File: config.mk
export PLATFORM = sky130hd
export DESIGN_NAME = fixed_block_free_list_allocator_top
export DESIGN_NICKNAME = d
export VERILOG_FILES = /design/src/rtl/core/fbfl_pkg.sv /design/src/rtl/core/fixed_block_free_list_allocator_top.sv /design/src/rtl/core/fbfl_ram.sv
export SDC_FILE = /design/constraint.sdc
export NUM_CORES = 2
export LEC_CHECK = 0
export BUFFER_PORTS_ARGS = -buffer_cell sky130_fd_sc_hd__clkbuf_2
export CAP_MARGIN = 30
export CELL_PAD_IN_SITES_DETAIL_PLACEMENT = 1
export CELL_PAD_IN_SITES_GLOBAL_PLACEMENT = 1
export CORE_AREA = 2 2 443 445
export DETAILED_ROUTE_END_ITERATION = 16
export DIE_AREA = 0 0 445 447
export PLACE_DENSITY_LB_ADDON = 0.3
export SYNTH_ARGS = -nofsm -noshare
export SYNTH_HDL_FRONTEND = slang
export SYNTH_SLANG_ARGS = --single-unit
File: constraint.sdc
create_clock -name clk -period 19.14 [get_ports clk]
set_clock_uncertainty 0.05 [all_clocks]
set_input_delay 1.914 -clock clk [delete_from_list [all_inputs] [get_ports clk]]
set_output_delay 1.914 -clock clk [all_outputs]
set_load 0.01 [all_outputs]
File: src/rtl/core/fbfl_pkg.sv
// Shared constants for the fixed-size block free-list allocator.
// Field widths, command codes and register indexes. No dependencies.
`default_nettype none

package fbfl_pkg;

  // byte offsets handed out and accepted by the allocator
  localparam int OFFSET_WIDTH = 20;

  localparam int BUF_SIZE_W  = 21;
  localparam int BLK_SIZE_W  = 16;
  localparam int RBS_W       = 17;  // block size after rounding to a multiple of four
  localparam int REQ_W       = 16;
  localparam int SHIFT_W     = 4;
  localparam int CMD_W       = 2;
  localparam int CFG_INDEX_W = 1;

  // restoring divider: one quotient bit per cycle over the buffer-size width
  localparam int DIV_CNT_W = 5;
  localparam logic [DIV_CNT_W-1:0] DIV_LAST = DIV_CNT_W'(BUF_SIZE_W - 1);

  localparam logic [CMD_W-1:0] CMD_INIT  = 2'd0;
  localparam logic [CMD_W-1:0] CMD_ALLOC = 2'd1;
  localparam logic [CMD_W-1:0] CMD_FREE  = 2'd2;

  localparam logic [CFG_INDEX_W-1:0] REG_BUFFER_SIZE = 1'b0;
  localparam logic [CFG_INDEX_W-1:0] REG_BLOCK_SIZE  = 1'b1;

  localparam logic STATUS_OK  = 1'b0;
  localparam logic STATUS_ERR = 1'b1;

endpackage

`default_nettype wire

File: src/rtl/core/fixed_block_free_list_allocator_top.sv
// Fixed-size block allocator: sequencer, shared divider and free-list state.
// Depends on fbfl_pkg and fbfl_ram (link table).
//
// Usage:
//   cfg channel (cfg_valid/cfg_ready, always ready): index 0 writes buffer_size,
//   index 1 writes block_size. Write only while the block is idle.
//   in channel: command 0 init, 1 allocate, 2 free; one result beat per command
//   on the out channel (status, block_offset, available_blocks).
//   in_ready is high only while no command is in flight; one command at a time.
// States from accept to result (the result then waits for a free output register):
//   reject at the first check (zero size, too large, empty, range, cmd 3): result directly
//   allocate: link read, head update, result
//   free past the range check: the 21-step restoring divider, divider end, result
//   init: divider, divider end, then the resulting blocks chained one link per cycle, result
// The next command can be accepted the cycle after a result enters the output
// register; a new command is not taken until the last result has left the sequencer.
// If the receiver stalls with a result already waiting, the following result
// is held internally and in_ready stays low until it moves out.
// Reset clears the list (empty, zero blocks), both size registers and the
// channels; the link table itself is not cleared and is rebuilt by init.
`default_nettype none

module fixed_block_free_list_allocator_top #(
  parameter int MAX_BLOCKS = 256
) (
  input  wire logic                                     clk,
  input  wire logic                                     rst,

  input  wire logic                                     cfg_valid,
  output logic                                          cfg_ready,
  input  wire logic [fbfl_pkg::CFG_INDEX_W-1:0]         cfg_index,
  input  wire logic [fbfl_pkg::BUF_SIZE_W-1:0]          cfg_data,

  input  wire logic                                     in_valid,
  output logic                                          in_ready,
  input  wire logic [fbfl_pkg::CMD_W-1:0]               command,
  input  wire logic [fbfl_pkg::REQ_W-1:0]               request_size,
  input  wire logic [fbfl_pkg::SHIFT_W-1:0]             align_shift,
  input  wire logic [fbfl_pkg::OFFSET_WIDTH-1:0]        free_offset,

  output logic                                          out_valid,
  input  wire logic                                     out_ready,
  output logic                                          status,
  output logic      [fbfl_pkg::OFFSET_WIDTH-1:0]        block_offset,
  output logic      [$clog2(MAX_BLOCKS+1)-1:0]          available_blocks
);

  localparam int IDX_W  = $clog2(MAX_BLOCKS);
  localparam int LINK_W = $clog2(MAX_BLOCKS + 1);   // also the count width
  localparam int BUF_W  = fbfl_pkg::BUF_SIZE_W;
  localparam int RBS_W  = fbfl_pkg::RBS_W;
  localparam int OFF_W  = fbfl_pkg::OFFSET_WIDTH;

  localparam logic [LINK_W-1:0] LINK_END = LINK_W'(MAX_BLOCKS);
  localparam logic [BUF_W-1:0]  MAXB_Q   = BUF_W'(MAX_BLOCKS);
  localparam logic [BUF_W-1:0]  BUF_CAP  = BUF_W'(1) << OFF_W;

  typedef enum logic [6:0] {
    ST_IDLE      = 7'b0000001,
    ST_DIV       = 7'b0000010,
    ST_DIV_END   = 7'b0000100,
    ST_FILL      = 7'b0001000,
    ST_ALLOC_RD  = 7'b0010000,
    ST_ALLOC_UPD = 7'b0100000,
    ST_RESP      = 7'b1000000
  } state_t;

  state_t state;

  // configuration and list state
  logic [BUF_W-1:0]                  buffer_size;
  logic [fbfl_pkg::BLK_SIZE_W-1:0]   block_size;
  logic [RBS_W-1:0]                  rbs;
  logic [IDX_W-1:0]                  list_head;
  logic                              list_nonempty;
  logic [LINK_W-1:0]                 free_count;

  // command context
  logic [fbfl_pkg::CMD_W-1:0]        cmd;
  logic [fbfl_pkg::DIV_CNT_W-1:0]    div_cnt;
  logic [RBS_W-1:0]                  div_rem;
  logic [BUF_W-1:0]                  div_q;
  logic [LINK_W-1:0]                 fill_idx;
  logic [LINK_W-1:0]                 fill_cnt;

  // pending result
  logic                              res_status;
  logic [OFF_W-1:0]                  res_offset;
  logic [LINK_W-1:0]                 res_avail;

  // combinational helpers
  logic [RBS_W-1:0]                  rbs_new;
  logic [BUF_W-1:0]                  bytes_capped;
  logic [RBS_W-1:0]                  align_mask;
  logic [RBS_W-1:0]                  aligned;
  logic [RBS_W:0]                    div_shift;
  logic                              div_ge;
  logic [RBS_W-1:0]                  div_rem_next;
  logic [LINK_W-1:0]                 div_count;
  logic                              free_ok;
  logic [IDX_W+RBS_W-1:0]            head_prod;
  logic [LINK_W-1:0]                 fill_next;
  logic [LINK_W-1:0]                 link_rd;
  logic                              link_wr_en;
  logic [IDX_W-1:0]                  link_wr_addr;
  logic [LINK_W-1:0]                 link_wr_data;
  logic                              link_rd_en;
  logic                              res_move;

  assign cfg_ready = 1'b1;
  assign in_ready  = (state == ST_IDLE);

  assign rbs_new      = (RBS_W'(block_size) + RBS_W'(3)) & ~RBS_W'(3);
  assign bytes_capped = (buffer_size > BUF_CAP) ? BUF_CAP : buffer_size;
  assign align_mask   = (RBS_W'(1) << align_shift) - RBS_W'(1);
  assign aligned      = (RBS_W'(request_size) + align_mask) & ~align_mask;

  // one restoring step: shift in the next dividend bit, subtract if it fits
  assign div_shift    = {div_rem, div_q[BUF_W-1]};
  assign div_ge       = (div_shift >= {1'b0, rbs});
  assign div_rem_next = div_ge ? RBS_W'(div_shift - {1'b0, rbs}) : div_shift[RBS_W-1:0];

  assign div_count = (div_q > MAXB_Q) ? LINK_END : div_q[LINK_W-1:0];
  assign free_ok   = (div_rem == '0) && (div_q < MAXB_Q);
  assign head_prod = list_head * rbs;
  assign fill_next = fill_idx + LINK_W'(1);
  assign res_move  = (state == ST_RESP) && (!out_valid || out_ready);

  always_comb begin
    link_wr_en   = 1'b0;
    link_wr_addr = fill_idx[IDX_W-1:0];
    link_wr_data = (fill_next < fill_cnt) ? fill_next : LINK_END;
    if (state == ST_FILL) begin
      link_wr_en = 1'b1;
    end else if (state == ST_DIV_END && cmd == fbfl_pkg::CMD_FREE && free_ok) begin
      link_wr_en   = 1'b1;
      link_wr_addr = div_q[IDX_W-1:0];
      link_wr_data = list_nonempty ? LINK_W'(list_head) : LINK_END;
    end
  end

  assign link_rd_en = (state == ST_ALLOC_RD);

  fbfl_ram #(
    .WIDTH(LINK_W),
    .DEPTH(MAX_BLOCKS)
  ) u_link_ram (
    .clk    (clk),
    .wr_en  (link_wr_en),
    .wr_addr(link_wr_addr),
    .wr_data(link_wr_data),
    .rd_en  (link_rd_en),
    .rd_addr(list_head),
    .rd_data(link_rd)
  );

  always_ff @(posedge clk) begin
    if (rst) begin
      buffer_size <= '0;
      block_size  <= '0;
    end else if (cfg_valid && cfg_ready) begin
      case (cfg_index)
        fbfl_pkg::REG_BUFFER_SIZE: buffer_size <= cfg_data;
        fbfl_pkg::REG_BLOCK_SIZE:  block_size  <= cfg_data[fbfl_pkg::BLK_SIZE_W-1:0];
        default: ;
      endcase
    end
  end

  always_ff @(posedge clk) begin
    if (rst) begin
      state         <= ST_IDLE;
      rbs           <= '0;
      list_head     <= '0;
      list_nonempty <= 1'b0;
      free_count    <= '0;
    end else begin
      case (state)
        ST_IDLE: begin
          if (in_valid) begin
            cmd        <= command;
            res_status <= fbfl_pkg::STATUS_ERR;
            res_offset <= '0;
            res_avail  <= free_count;
            div_rem    <= '0;
            div_cnt    <= '0;
            state      <= ST_RESP;
            case (command)
              fbfl_pkg::CMD_INIT: begin
                if (buffer_size != '0 && block_size != '0) begin
                  rbs   <= rbs_new;
                  div_q <= bytes_capped;
                  state <= ST_DIV;
                end
              end
              fbfl_pkg::CMD_ALLOC: begin
                if (aligned < rbs && list_nonempty) begin
                  state <= ST_ALLOC_RD;
                end
              end
              fbfl_pkg::CMD_FREE: begin
                if (rbs != '0 && BUF_W'(free_offset) < buffer_size) begin
                  div_q <= BUF_W'(free_offset);
                  state <= ST_DIV;
                end
              end
              default: ;
            endcase
          end
        end
        ST_DIV: begin
          div_rem <= div_rem_next;
          div_q   <= {div_q[BUF_W-2:0], div_ge};
          div_cnt <= div_cnt + fbfl_pkg::DIV_CNT_W'(1);
          if (div_cnt == fbfl_pkg::DIV_LAST) begin
            state <= ST_DIV_END;
          end
        end
        ST_DIV_END: begin
          state <= ST_RESP;
          if (cmd == fbfl_pkg::CMD_INIT) begin
            fill_idx <= '0;
            fill_cnt <= div_count;
            if (div_count == '0) begin
              free_count    <= '0;
              list_head     <= '0;
              list_nonempty <= 1'b0;
              res_status    <= fbfl_pkg::STATUS_OK;
              res_avail     <= '0;
            end else begin
              state <= ST_FILL;
            end
          end else if (free_ok) begin
            list_head     <= div_q[IDX_W-1:0];
            list_nonempty <= 1'b1;
            res_status    <= fbfl_pkg::STATUS_OK;
            if (free_count < LINK_END) begin
              free_count <= free_count + LINK_W'(1);
              res_avail  <= free_count + LINK_W'(1);
            end
          end
        end
        ST_FILL: begin
          fill_idx <= fill_next;
          if (fill_next == fill_cnt) begin
            free_count    <= fill_cnt;
            list_head     <= '0;
            list_nonempty <= 1'b1;
            res_status    <= fbfl_pkg::STATUS_OK;
            res_avail     <= fill_cnt;
            state         <= ST_RESP;
          end
        end
        ST_ALLOC_RD: begin
          res_offset <= OFF_W'(head_prod);
          state      <= ST_ALLOC_UPD;
        end
        ST_ALLOC_UPD: begin
          res_status <= fbfl_pkg::STATUS_OK;
          if (link_rd < LINK_END) begin
            list_head <= link_rd[IDX_W-1:0];
          end else begin
            list_head     <= '0;
            list_nonempty <= 1'b0;
          end
          if (free_count != '0) begin
            free_count <= free_count - LINK_W'(1);
            res_avail  <= free_count - LINK_W'(1);
          end
          state <= ST_RESP;
        end
        ST_RESP: begin
          if (res_move) begin
            state <= ST_IDLE;
          end
        end
        default: state <= ST_IDLE;
      endcase
    end
  end

  // output register
  always_ff @(posedge clk) begin
    if (rst) begin
      out_valid <= 1'b0;
    end else if (res_move) begin
      out_valid <= 1'b1;
    end else if (out_ready) begin
      out_valid <= 1'b0;
    end
  end

  always_ff @(posedge clk) begin
    if (res_move) begin
      status           <= res_status;
      block_offset     <= res_offset;
      available_blocks <= res_avail;
    end
  end

`ifndef SYNTHESIS
  a_count_bound: assert property (@(posedge clk) disable iff (rst)
    free_count <= LINK_END)
    else $error("free count above block limit");

  a_busy_after_accept: assert property (@(posedge clk) disable iff (rst)
    (in_valid && in_ready) |=> !in_ready)
    else $error("new command taken while one is in flight");

  a_div_len: assert property (@(posedge clk) disable iff (rst)
    (state == ST_DIV) |-> (div_cnt <= fbfl_pkg::DIV_LAST))
    else $error("divider ran past its last step");

  a_link_read_order: assert property (@(posedge clk) disable iff (rst)
    (state == ST_ALLOC_UPD) |-> ($past(state) == ST_ALLOC_RD))
    else $error("link consumed without a read beat before it");

  a_link_write_src: assert property (@(posedge clk) disable iff (rst)
    link_wr_en |-> (state == ST_FILL || (state == ST_DIV_END && cmd == fbfl_pkg::CMD_FREE)))
    else $error("link table written outside init fill or free");

  a_result_once: assert property (@(posedge clk) disable iff (rst)
    res_move |=> (state == ST_IDLE && out_valid))
    else $error("result move did not land in output register");
`endif

endmodule

`default_nettype wire

File: src/rtl/core/fbfl_ram.sv
// Generic single-write, single-read RAM with registered read data.
// Used for the free-list link table. No dependencies.
`default_nettype none

module fbfl_ram #(
  parameter int WIDTH = 9,
  parameter int DEPTH = 256
) (
  input  wire logic                     clk,
  input  wire logic                     wr_en,
  input  wire logic [$clog2(DEPTH)-1:0] wr_addr,
  input  wire logic [WIDTH-1:0]         wr_data,
  input  wire logic                     rd_en,
  input  wire logic [$clog2(DEPTH)-1:0] rd_addr,
  output logic      [WIDTH-1:0]         rd_data
);

  logic [WIDTH-1:0] mem [DEPTH];

  always_ff @(posedge clk) begin
    if (wr_en) begin
      mem[wr_addr] <= wr_data;
    end
    if (rd_en) begin
      rd_data <= mem[rd_addr];
    end
  end

endmodule

`default_nettype wire

[Yosys cells after proc, flatten, opt, wreduce, memory -nomap -nowiden]
Memory sizes are Yosys's and may differ from the RTL's. A register that Yosys moved wholly into a read port is not among the register bits.
Cells that the tools add are included.
Word-level totals
  flip-flop bits (word level): 201
  bits in writable memories: 2304
  logic and storage cells: 172
  memories kept: 1
Cells by class
  add/subtract/negate cells: 8
  multiply operators: 1
  order comparisons: 9
  equal/unequal tests: 25
  shift-type cells: 1
  mux-type cells: 65
  bitwise logic cells: 4
  reduce and logical (&&, ||, !) cells: 38
Memories
  u_link_ram.mem: depth 256, width 9, read ports 1, clocked after Yosys merged registers in 1, wr ports 1, RTL line fbfl_ram.sv:18  | logic [WIDTH-1:0] mem [DEPTH];
Operators with widths (number)
  9-bit two-way mux: 13
  21-bit two-way mux: 4
  21-bit one-hot mux with 2 select lines: 2
  7-bit two-way mux: 9
  8-bit two-way mux: 7
  7-bit one-hot mux with 7 select lines: 1
  20-bit one-hot mux with 2 select lines: 1
  9-bit one-hot mux with 4 select lines: 1
  17-bit two-way mux: 2
  17-bit one-hot mux with 2 select lines: 1
  9-bit one-hot mux with 3 select lines: 1
  8-bit one-hot mux with 3 select lines: 1
  21-bit > comparator, second input constant: 1
  21-bit by 9-bit > comparator with 1-bit output, second input constant: 1
  20-bit by 21-bit less-than comparator with 1-bit output: 1
  21-bit by 9-bit less-than comparator with 1-bit output, second input constant: 1
  7-bit one-hot mux with 3 select lines: 1
  21-bit nonzero test: 1
  20-bit two-way mux: 1
  9-bit by 1-bit adder with 9-bit output, second input constant: 2
  18-bit by 17-bit greater-or-equal comparator with 1-bit output: 1
  9-bit less-than comparator, second input constant: 2
  8-bit by 15-bit multiplier with 18-bit output: 1
  9-bit one-hot mux with 2 select lines: 1
  other kinds (51): 94

[Longest topological paths before layout]
  depth after elaboration: 10
  depth in mapped cells: 26
  depth with buffers taken out: 23

[By module]
From an unflattened synthesis, not the netlist that was laid out.
Unflattened totals
  cells, all modules: 5835
  area, all modules: 103918.4 µm²
Modules (own cells, without submodules)
  fbfl_ram: times used 1, cells an instance 4237, area an instance 89368.2 µm², seq. area each 69456.6 µm²
  fixed_block_free_list_allocator_top: times used 1, cells an instance 1598, area an instance 14550.2 µm², seq. area each 5134.9 µm²

[Least setup slack after synthesis]
No wires, ideal clock.
  kind: reg2reg
  start point: register fill_idx[0]
  end point: memory u_link_ram.mem[0][0] (data pin)
  setup time: 2.192 ns
  arrival: 12.091 ns
  required time: 16.898 ns
  setup slack: 4.807 ns
  stages on the path, launching flop included: 12
  path buffers: 0
  cell sequence: edfxtp_1 -> ha_1 -> xnor2_1 -> inv_1 -> ha_1 -> o21a_1 -> o21a_1 -> o21a_1 -> o21a_1 -> o21ai_0 -> nand3_1 -> o21ai_0
On the way
  longest elaborated chain between the ends: 5
RTL lines
  start, declared: RTL line fixed_block_free_list_allocator_top.sv:83  | logic [LINK_W-1:0] fill_idx;
  start signal, assigned: RTL line fixed_block_free_list_allocator_top.sv:244  | fill_idx <= fill_next;
  9-bit by 1-bit adder with 9-bit output *: RTL line fixed_block_free_list_allocator_top.sv:126  | assign fill_next = fill_idx + LINK_W'(1);
  named net fill_next[2]: RTL line fixed_block_free_list_allocator_top.sv:102  | logic [LINK_W-1:0] fill_next;
  9-bit less-than comparator *: RTL line fixed_block_free_list_allocator_top.sv:132  | link_wr_data = (fill_next < fill_cnt) ? fill_next : LINK_END;
  9-bit two-way mux *: RTL line fixed_block_free_list_allocator_top.sv:132
  9-bit two-way mux: RTL line fixed_block_free_list_allocator_top.sv:135  | end else if (state == ST_DIV_END && cmd == fbfl_pkg::CMD_FREE && free_ok) begin
  9-bit two-way mux *: RTL line fixed_block_free_list_allocator_top.sv:133  | if (state == ST_FILL) begin
  named net link_wr_data[0]: RTL line fixed_block_free_list_allocator_top.sv:106  | logic [LINK_W-1:0] link_wr_data;
  end, declared: RTL line fbfl_ram.sv:18
Mark *: on every way through the listed nets, which the timed path passes. The rest lies on a longest branch.

[Final worst setup path]
  start point: input port align_shift[3] in the netlist's numbering
  end point: register state[6]
On the way
  longest elaborated chain between the ends: 10
RTL lines
  start, declared: RTL line fixed_block_free_list_allocator_top.sv:38  | input wire logic [fbfl_pkg::SHIFT_W-1:0] align_shift,
  1-bit by 4-bit left shift with 17-bit output *: RTL line fixed_block_free_list_allocator_top.sv:115  | assign align_mask = (RBS_W'(1) << align_shift) - RBS_W'(1);
  17-bit by 2-bit subtractor with 17-bit output *: RTL line fixed_block_free_list_allocator_top.sv:115
  16-bit by 17-bit adder with 17-bit output / 17-bit NOT (equally long branches): RTL line fixed_block_free_list_allocator_top.sv:116  | assign aligned = (RBS_W'(request_size) + align_mask) & ~align_mask;
  17-bit AND *: RTL line fixed_block_free_list_allocator_top.sv:116
  17-bit less-than comparator *: RTL line fixed_block_free_list_allocator_top.sv:197  | if (aligned < rbs && list_nonempty) begin
  1-bit logical AND *: RTL line fixed_block_free_list_allocator_top.sv:197
  7-bit two-way mux *: RTL line fixed_block_free_list_allocator_top.sv:197
  7-bit one-hot mux with 3 select lines *: RTL line fixed_block_free_list_allocator_top.sv:188  | case (command)
  7-bit two-way mux *: RTL line fixed_block_free_list_allocator_top.sv:180  | if (in_valid) begin
  7-bit one-hot mux with 7 select lines *: RTL line fixed_block_free_list_allocator_top.sv:178  | case (state)
  end signal, assigned: RTL line fixed_block_free_list_allocator_top.sv:187  | state <= ST_RESP;
  end signal, assigned: RTL line fixed_block_free_list_allocator_top.sv:193  | state <= ST_DIV;
  end signal, assigned: RTL line fixed_block_free_list_allocator_top.sv:198  | state <= ST_ALLOC_RD;
  end, declared: RTL line fixed_block_free_list_allocator_top.sv:68  | state_t state;
Every way passes the cells marked *; elsewhere a longest branch is shown, timed or not. The select of a mux whose other input is x is not followed.
A chain may end at the register's enable or synchronous reset.

==> flow_summary.json <==
{
  "cts_resized": 0,
  "hold_class": "reg -> reg",
  "relSlewSlack": 0.2269,
  "timing.final.crit_period_ns": 6.509,
  "portBuffers": 98,
  "maxSlewViolCount": 0,
  "yosys.area.top_type": "edfxtp_1",
  "crit_fanout": 17,
  "cts-root-to-sink-buffers": 3,
  "fin_crit_sh": 0.3401,
  "grt_max_degree": 217,
  "holdWs_ns": 0.3660,
  "critPathKind": "in -> reg",
  "drv_cap": 0,
  "endpoint_kind": "register",
  "yosysMostFrequentCell": "edfxtp_1",
  "hold_viol": 0,
  "clkTransAtPathRegs_ns": 0.06,
  "drt_iter0_drc": 6247,
  "cts_setup_buffers": 0,
  "cp.buffers_inverters": 1,
  "ys_warn_count": 0,
  "synth_top_cell_area_share": 0.7007,
  "critPathLaunchType": "primary input",
  "cts_inserted_buffers": 238,
  "synthTopCellsByCount": "edfxtp_1, mux4_2, nor2_1, nand2_1, inv_1",
  "worstPathArrival_ns": 7.29,
  "drt-vias-per-instance": 6.519,
  "critPathSlowestCell": "o311ai_0",
  "wl_per_cell_um": 32.91,
  "dieArea_mm2": 0.1989,
  "synthFlopType": "edfxtp_1",
  "required_ns": 19.92,
  "setup-tns-final_ns": 0,
  "grt_usage": 0.2849,
  "die-width_um": 445,
  "cts_root_buf": "clkbuf_16",
  "num_io_pins": 102,
  "dr.pass1.iters": 5,
  "syn_inst": 5551,
  "seqCellArea_mm2": 0.07461,
  "die_h_um": 447,
  "avgSynthCellArea_um2": 18.78,
  "clock-sinks": 2510,
  "final_antenna_net_count": 0,
  "routabilityCongestion": 0.8388,
  "vias": 55473,
  "drc": 0,
  "p_per_area_mw_per_mm2": 94.43,
  "fill_cells": 16709,
  "grt_pass1_wl_um": 410200,
  "floorplan.rows": 162,
  "multi_input_area_mm2": 0.02746,
  "syn_to_final_growth_pct": 11.12,
  "synth_area_leaders": "edfxtp_1, mux4_2, nor2_1",
  "path_cells": "clkbuf_2 -> or4_1 -> ha_1 -> nor4_1 -> a21oi_1 -> o2bb2ai_1 -> ha_1 -> o21a_1 -> nor2_1 -> o31ai_1 -> a21oi_1 -> o21bai_1 -> xnor2_1 -> nor2_1 -> ha_1 -> and3_1 -> nand4_1 -> o31ai_1 -> a21oi_1 -> o311ai_0 -> a31o_1",
  "status": "completed",
  "htree_levels": 4,
  "cts_tree": "done",
  "clk_latency_ns": 0.89,
  "max_stage_delay_ns": 0.88,
  "max-vdd-ir-drop_mv": 0.1184,
  "grt-ovfl-total": 0,
  "cts_hold_buffers": 0,
  "timing.fmax_mhz": 153.6,
  "dp_hpwl_um": 173600,
  "setup_viol": 0,
  "synth_area_mm2": 0.1042,
  "p_leak_nw": 36.19,
  "worst_pin_slew_ns": 1.160,
  "critPathTopFamily": "compound AO/OA/AOI/OAI gates",
  "initial_core_util": 0.5368,
  "layout.nets": 6013,
  "grt_pass1_vias": 58024,
  "synth_edf_count": 2432,
  "wl_um": 280000,
  "synth-seq-area-share": 0.7157,
  "async_flop_share": 0,
  "p_total_w": 0.01094,
  "synth.distinct_cells": 85,
  "synth-seq-cells": 2510,
  "antenna_found_initial": 8,
  "rsz0062_at_grt": "no",
  "drive_above_1_share": 0.2229,
  "core_mm2": 0.1942
}
## layer usage
| metal | GRT usage | share of wire | vias to the layer above |
|---|---|---|---|
| met2 | 0.4687 | 0.50 | 2663 |
| met5 | 0 | 0.00017 | - |
| li1 | - | - | 22633 |
| met4 | 0.1073 | 0.042 | 4 |
| met1 | 0.3828 | 0.38 | 29597 |
| met3 | 0.05254 | 0.081 | 576 |
## cell families after synthesis
group | Yosys count | synth area share
other cells | 2 | 0.00007205
simple gates | 1124 | 0.04889
xor+xnor | 79 | 0.006639
mux | 762 | 0.1511
buf+inv | 453 | 0.02218
flops | 2510 | 0.7157
fa+ha+maj | 181 | 0.02684
compound gates | 440 | 0.02858
## through the flow
step	setup slack (ns)	util	instances	cell area (µm²)
3_5_place_dp	11.84	0.5543	8030	107600
6_report	12.63	0.5964	8510	115800
3_3_place_gp	11.87	0.5515	7984	107100
5_1_grt	12.32	0.5964	8509	115800
4_1_cts	12.70	0.5943	8473	115400
2_1_floorplan	4.807	-	5553	104200
## placed cells by master, fill, tap and decap left out, types with 13 or more instances in the layout
master and instances:
edfxtp_1 2432, mux4_2 648, nor2_1 494, nand2_1 278, clkbuf_16 240, inv_1 144
buf_4 135, a21oi_1 114, ha_1 110, mux2i_1 101, clkbuf_2 97, and2_1 83
dfxtp_1 72, fa_1 71, a211oi_1 60, clkinv_2 55, nand3_1 51, clkinv_1 48
clkbuf_1 47, xnor2_1 46, nor3_1 37, o21ai_0 34, a22oi_1 34, xor2_1 33
nor4_1 30, a221oi_1 28, bufinv_16 25, nor2b_1 23, o22ai_1 23, nand2b_1 21
nand4_1 21, a21o_1 19, buf_6 19, a31oi_1 18, and3_1 16, o21a_1 14
mux2_2 13
## layout make-up
class                   instances  area share
flip-flops and latches       2510      0.6442
diodes                          2  0.00004321
well taps                    2542     0.02746
inverters                     146    0.004775
multi-input cells            2590      0.2371
clock inverters               152     0.01317
clock buffers                 291     0.05385
repair buffers                277     0.01935
## state kept, by name, summed over array words and instances, names as in the netlist, 2 cells and up
register	cells
fill_idx	9
div_rem	17
free_count	9
block_offset	18
res_avail	9
div_cnt	5
available_blocks	9
cmd	2
fill_cnt	9
buffer_size	21
block_size	16
u_link_ram.rd_data	9
state	7
div_q	21
res_offset	18
u_link_ram.mem	2304
list_head	8
rbs	15
## where the power goes
| part | internal [W] | switching, W | total [W] |
|---|---|---|---|
| registers | 0.00596 | 0.0000280 | 0.00599 |
| logic | 0.0000849 | 0.000130 | 0.000215 |
| clock network | 0.00265 | 0.00208 | 0.00473 |
## final timing paths
| kind | startpoint | endpoint | slack [ns] | cells past startpoint |
|---|---|---|---|---|
| setup / recovery | align_shift[3] | state[6] | 12.63 | 21 |
| hold reg to reg | res_offset[12] | block_offset[12] | 0.37 | 0 |
| setup reg to reg | fill_idx[0] | u_link_ram.mem[158][3] | 12.88 | 15 |
| hold / removal | res_offset[12] | block_offset[12] | 0.37 | 0 |
(Power assumes the default switching activity.)
